## src/sync_frame_parser_xor_check_assert.svh

```systemverilog
// ---------------------------------------------------------------------------
// Assertion macros for the sync frame parser
// Clocked property checks, with and without the reset qualifier.
// ---------------------------------------------------------------------------
`ifndef SYNC_FRAME_PARSER_XOR_CHECK_ASSERT_SVH
`define SYNC_FRAME_PARSER_XOR_CHECK_ASSERT_SVH

// checked only outside reset
`define SFP_ASSERT(lbl, prop, msg) \
    lbl: assert property (@(posedge i_clk) disable iff (!i_rst_n) prop) else $error(msg);

// checked at every edge, reset included
`define SFP_ASSERT_ALWAYS(lbl, prop, msg) \
    lbl: assert property (@(posedge i_clk) prop) else $error(msg);

`endif

```

## src/sfp_pkg.sv

```systemverilog
// ---------------------------------------------------------------------------
// Sync frame parser package
// Header bytes, field offsets, store depth, status codes and the result record type.
// ---------------------------------------------------------------------------
package sfp_pkg;

    localparam logic [7:0]  HDR_FIRST    = 8'hAA;
    localparam logic [7:0]  HDR_SECOND   = 8'h55;
    localparam logic [16:0] ANGLE_OFFSET = 17'd1800;
    localparam logic [16:0] RCS_OFFSET   = 17'd500;
    localparam int          STORE_DEPTH  = 10;

    localparam logic        STATUS_OK    = 1'b0;
    localparam logic        STATUS_CSUM  = 1'b1;

    typedef struct packed {
        logic signed [16:0] cross_section_tenths;
        logic        [15:0] speed_tenths;
        logic signed [16:0] angle_tenths;
        logic        [15:0] range_tenths;
        logic        [15:0] target_number;
    } t_frame;

endpackage

```

## src/sync_frame_parser_xor_check.sv

```systemverilog
// ---------------------------------------------------------------------------
// Sync frame parser with XOR check
// Hunts for the AA 55 header in a byte stream, collects the payload with a
// running XOR and emits one decoded record or a checksum error per frame.
// ---------------------------------------------------------------------------
// Usage:
//   Input stream carries one received byte per transaction in tdata[7:0].
//   Output stream carries one transaction per completed frame, issued for
//   the check byte: tuser is the status (0 good, 1 checksum mismatch) and
//   tdata holds the five record fields; on a mismatch tdata is all zeros.
//   The parser state updates at the accepting edge, so a byte can be taken
//   every cycle while the output is not stalled. The result sits in the
//   output register from the cycle after the check byte is accepted.
//   The output register frees when the result is taken, so the input stays
//   ready while a result waits and is taken in the same cycle; if the
//   receiver stalls with a result pending, tready drops until it drains.
//   Reset (synchronous, active low) returns the parser to header hunting
//   and empties the output register. Payload bytes past the tenth go into
//   the XOR only.
// ---------------------------------------------------------------------------
module sync_frame_parser_xor_check
    import sfp_pkg::*;
#(
    parameter int PAYLOAD_BYTES = 14
) (
    input  logic        i_clk,
    input  logic        i_rst_n,
    input  logic        i_s_axis_tvalid,
    output logic        o_s_axis_tready,
    input  logic [7:0]  i_s_axis_tdata,   // [7:0] rx_byte
    output logic        o_m_axis_tvalid,
    input  logic        i_m_axis_tready,
    output logic [87:0] o_m_axis_tdata,   // [15:0] target_number, [31:16] range_tenths,
                                          // [48:32] angle_tenths, [64:49] speed_tenths,
                                          // [81:65] cross_section_tenths, [87:82] zero
    output logic [0:0]  o_m_axis_tuser    // [0] frame_status
);

`include "sync_frame_parser_xor_check_assert.svh"

    localparam int CNT_W = $clog2(PAYLOAD_BYTES);

    localparam logic [1:0] PH_HUNT  = 2'd0;
    localparam logic [1:0] PH_HDR2  = 2'd1;
    localparam logic [1:0] PH_DATA  = 2'd2;
    localparam logic [1:0] PH_CHECK = 2'd3;

    logic [1:0]       r_phase,  n_phase;
    logic [CNT_W-1:0] r_count,  n_count;
    logic [7:0]       r_xor,    n_xor;
    logic [7:0]       r_store [STORE_DEPTH];

    logic             r_m_valid, n_m_valid;
    logic             r_m_status, n_m_status;
    t_frame           r_m_frame,  n_m_frame;

    logic             s_accept;
    logic             m_accept;
    logic             emit;
    logic [15:0]      w_angle_raw;
    logic [15:0]      w_rcs_raw;

    assign o_s_axis_tready = !r_m_valid || i_m_axis_tready;
    assign s_accept        = i_s_axis_tvalid && o_s_axis_tready;
    assign m_accept        = r_m_valid && i_m_axis_tready;
    assign emit            = s_accept && (r_phase == PH_CHECK);

    assign w_angle_raw = {r_store[4], r_store[5]};
    assign w_rcs_raw   = {r_store[8], r_store[9]};

    always_comb begin
        n_phase = r_phase;
        n_count = r_count;
        n_xor   = r_xor;
        if (s_accept) begin
            unique case (r_phase)
                PH_HUNT: begin
                    if (i_s_axis_tdata == HDR_FIRST) n_phase = PH_HDR2;
                end
                PH_HDR2: begin
                    if (i_s_axis_tdata == HDR_SECOND) begin
                        n_phase = PH_DATA;
                        n_count = '0;
                        n_xor   = '0;
                    end else begin
                        n_phase = PH_HUNT;
                    end
                end
                PH_DATA: begin
                    n_xor   = r_xor ^ i_s_axis_tdata;
                    n_count = r_count + 1'b1;
                    if (r_count == CNT_W'(PAYLOAD_BYTES - 1)) n_phase = PH_CHECK;
                end
                PH_CHECK: begin
                    n_phase = PH_HUNT;
                end
                default: n_phase = PH_HUNT;
            endcase
        end
    end

    always_comb begin
        n_m_valid  = r_m_valid && !m_accept;
        n_m_status = r_m_status;
        n_m_frame  = r_m_frame;
        if (emit) begin
            n_m_valid = 1'b1;
            if (i_s_axis_tdata == r_xor) begin
                n_m_status                     = STATUS_OK;
                n_m_frame.target_number        = {r_store[0], r_store[1]};
                n_m_frame.range_tenths         = {r_store[2], r_store[3]};
                n_m_frame.angle_tenths         = signed'({1'b0, w_angle_raw} - ANGLE_OFFSET);
                n_m_frame.speed_tenths         = {r_store[6], r_store[7]};
                n_m_frame.cross_section_tenths = signed'({1'b0, w_rcs_raw} - RCS_OFFSET);
            end else begin
                n_m_status = STATUS_CSUM;
                n_m_frame  = '0;
            end
        end
    end

    always_ff @(posedge i_clk) begin
        if (!i_rst_n) begin
            r_phase   <= PH_HUNT;
            r_count   <= '0;
            r_xor     <= '0;
            r_m_valid <= 1'b0;
        end else begin
            r_phase   <= n_phase;
            r_count   <= n_count;
            r_xor     <= n_xor;
            r_m_valid <= n_m_valid;
        end
    end

    // first ten payload bytes, written in arrival order
    always_ff @(posedge i_clk) begin
        for (int i = 0; i < STORE_DEPTH; i++) begin
            if (s_accept && (r_phase == PH_DATA) && (r_count == CNT_W'(i))) begin
                r_store[i] <= i_s_axis_tdata;
            end
        end
    end

    always_ff @(posedge i_clk) begin
        r_m_status <= n_m_status;
        r_m_frame  <= n_m_frame;
    end

    assign o_m_axis_tvalid = r_m_valid;
    assign o_m_axis_tuser  = r_m_status;
    assign o_m_axis_tdata  = {6'b0,
                              r_m_frame.cross_section_tenths,
                              r_m_frame.speed_tenths,
                              r_m_frame.angle_tenths,
                              r_m_frame.range_tenths,
                              r_m_frame.target_number};

    `SFP_ASSERT_ALWAYS(a_reset_empties_output,
        !$past(i_rst_n) |-> !o_m_axis_tvalid,
        "output valid right after reset")
    `SFP_ASSERT(a_result_from_check_byte,
        $rose(o_m_axis_tvalid) |-> $past(emit),
        "result appeared without a check byte")
    `SFP_ASSERT(a_error_has_no_data,
        (o_m_axis_tvalid && (o_m_axis_tuser == STATUS_CSUM)) |-> (o_m_axis_tdata == '0),
        "checksum error result carries data")
    `SFP_ASSERT(a_data_after_sync,
        (r_phase == PH_DATA && $past(r_phase) == PH_HDR2)
            |-> ($past(s_accept) && $past(i_s_axis_tdata) == HDR_SECOND && r_xor == '0),
        "payload phase entered without a full header")

endmodule
```

## config.mk

```make
export PLATFORM = sky130hd
export DESIGN_NAME = sync_frame_parser_xor_check
export DESIGN_NICKNAME = d
export VERILOG_FILES = /design/src/sfp_pkg.sv /design/src/sync_frame_parser_xor_check.sv
export VERILOG_INCLUDE_DIRS = /design/src /design/src/src
export SDC_FILE = /design/constraint.sdc
export NUM_CORES = 1
export LEC_CHECK = 0
export ABC_AREA = 1
export CAP_MARGIN = 30
export CORE_UTILIZATION = 68
export DETAILED_ROUTE_END_ITERATION = 8
export DONT_BUFFER_PORTS = 1
export PLACE_DENSITY = 0.86
export SYNTH_ARGS = -nofsm -noshare
export SYNTH_HDL_FRONTEND = slang
export SYNTH_SLANG_ARGS = --single-unit
```

## constraint.sdc

```tcl
create_clock -name i_clk -period 22.9 [get_ports i_clk]
set_input_delay 4.58 -clock i_clk [delete_from_list [all_inputs] [get_ports i_clk]]
set_output_delay 4.58 -clock i_clk [all_outputs]
set_load 0.03 [all_outputs]
```

==> metrics.txt <==
post-synthesis compound-gate area fraction=0.0217; slowest CP cell=nand2_1; CP Class=in2out; n_diodes=0; register area share after synthesis=0.726; Max Slew Vio Count=0; slowest stage delay, CP=0.26 ns; WP buf/inv=1; CTS tree=done; die width=105 um; Cell Rows=37; share of power burned in combinational logic=0.009; core area=10300 um^2; Seq. cell area=5190 um^2; Worst Path Max Fanout=3; RSZ-0062 raised after global routing=false; global route total overflow=0; crit start category=primary input; 1st-iter DRT viols=373; clk_lat worst skew=0.53 ns; Post-synth EDFFs=163; CP Cell Sequence=inv_1 -> nand2_1; share of layout cells above drive strength 1=0.151; Root Buffer Master=clkbuf_8; H-tree depth=4; fillers=563; Simple-Gate Fraction of Synth Area=0.146; routed via count=4209; largest area contributor in the netlist=edfxtp_1; slew margin rel.=0.301; I/O pins=103; mapped cell area=7160 um^2; end-of-flow core utilization=0.771; final instance area=7920 um^2; net switching power=0.123 mW; Final Hold Vio Count=0; Internal=0.530 mW; first-pass GRT wire length=20400 um; Remaining DRCs=0; final setup vio count=0; vias in the first global route=4057; synth top area cells=edfxtp_1 (68%), inv_1 (5.2%), dfxtp_1 (4.2%); hold slack=0.505 ns; Reg power frac=0.539; Final GP Congestion=0.850; Yosys reg bits=178; # hold bufs at CTS=0; synth warn=0; library cells used by synthesis=27; Post-DRT Antenna Nets=0; First-pass DRT Iterations=6; placed cell area=7230 um^2; Least-Margin Pin Slew=1.04 ns; initial core utilization=0.697; mean post-synth cell area=12.5 um^2; sw frac=0.188; drt total wl=13500 um; Die Area=10900 um^2; CP Data Required Time=18.32 ns; Setup Skew=0.0109 ns; Fmax=106 MHz; # resized after CTS=0; Worst Path Arrival=4.86 ns; clock share of power=0.452; total CTS buffers=17; Lkg Pwr=3.06 nW; multiplexer area fraction after synthesis=0; pwr dens=82.4 nW/um^2; Avg WL per Cell=18.3 um; maxcap violations=0; largest net degree at the start of global routing=84; HPWL after DPL=7880 um; Worst-path clk slew=0.07 ns; clk buf depth=2; most frequent cell after synthesis=edfxtp_1; Via density=5.70; setup tns final=0 ns; nets=607; xor and xnor area share after synthesis=0.0232; Largest delay share family, worst path=simple AND/OR/NAND/NOR gates; Synth top area share=0.684; multi-input logic area=1470 um^2; # Post-CTS Setup Buffers=0; Tmin final=9.44 ns; ys async rst share=0; Final Cycle Share=0.412; Setup crit end kind=primary output; Adder-Cell Fraction of Synth Area=0.0105; CTS sink cnt=178; initial antenna violation count=0; P&R area growth vs syn=10.6%; Main synth FF type=edfxtp_1; Max IR drop VDD=0.0000517 V; synthesized netlist cell count=573; die height=105 um; Hold Crit Class=reg2reg; PortBufs=0; status=finished, final reports clean; largest family of logic cells by synthesized area=simple AND/OR/NAND/NOR gates; GR Util All Layers=0.253; most instantiated cells after synthesis=edfxtp_1 (163), inv_1 (99), nand2_1 (66)
[layout by cell type (no fill, tap or decap), drive strengths merged]
master,n
nor2,93
clkinv,5
nor4,3
or2,9
o31ai,1
clkinvlp,3
nand4,5
conb,6
dfxtp,15
nor3,15
a21oi,22
a31oi,2
inv,101
o21ai,5
bufinv,4
xor2,12
edfxtp,163
xnor2,7
clkbuf,21
buf,7
nand3,29
ha,6
nand2,68
[per-stage QoR]
stage / instances / setup slack, ns / power (mW)
3_3_place_gp: 699 / 13.47 / 0.364
5_1_grt: 738 / 13.45 / 0.666
4_1_cts: 731 / 13.46 / 0.654
6_report: 738 / 13.46 / 0.653
3_5_place_dp: 699 / 13.46 / 0.365
2_1_floorplan: 578 / 11.61 / 0.365
[tightest hold or removal path: stages (launching register included)]
cell and delay [ns]:
dfxtp_1 0.32, nand3_1 0.08, a21oi_1 0.06
[layout make-up]
type                    instances  area share
clock inverters                14      0.0235
clock buffers                  18      0.0528
repair buffers                 10      0.0136
multi-input cells             283       0.186
inverters                      99      0.0469
well taps                     136      0.0215
flip-flops and latches        178       0.656
[path summary, 6_finish.rpt]
kind                    from         endpoint  slack, ns  depth (start not counted)
max          i_m_axis_tready  o_s_axis_tready      13.46                          2
min                 r_xor[3]         r_xor[3]       0.51                          2
max reg2reg  o_m_axis_tvalid    r_store[7][0]      20.17                          5
min reg2reg         r_xor[3]         r_xor[3]       0.51                          2
[sequential cells by signal, summed over array words and instances (netlist names), named ones only]
name             count
r_store             80
o_m_axis_tdata      82
r_xor                8
o_m_axis_tuser       1
r_count              4
o_m_axis_tvalid      1
r_phase              1
[per-layer routing]
layer	global-route usage	up-vias	share of wire
met3	0.0705	44	0.068
met4	0.146	0	0.038
met5	0	-	0
li1	-	1908	-
met1	0.281	2043	0.36
met2	0.439	214	0.53
[kinds of logic (layout without fill, tap and decap cells)]
family                     after synthesis  count (layout)
AOI/OAI and AO/OA                       30              30
xor gates and xnor gates                19              19
adders and majority gates                6               6
buffers and inverters                  117             141
DFF                                    178             178
other                                    1               6
and+or+nand+nor                        222             222
[power by group through the flow]
| stage | clock [mW] | combinational (mW) | sequential [mW] |
|---|---|---|---|
| floorplan | 0 | 0.00563 | 0.359 |
| global placement | 0 | 0.00516 | 0.359 |
| detailed placement | 0 | 0.00549 | 0.359 |
| CTS | 0.296 | 0.00563 | 0.352 |
| global route | 0.308 | 0.00639 | 0.352 |
| finish | 0.295 | 0.00572 | 0.352 |
Note: power is estimated with default switching activity, not from simulation.
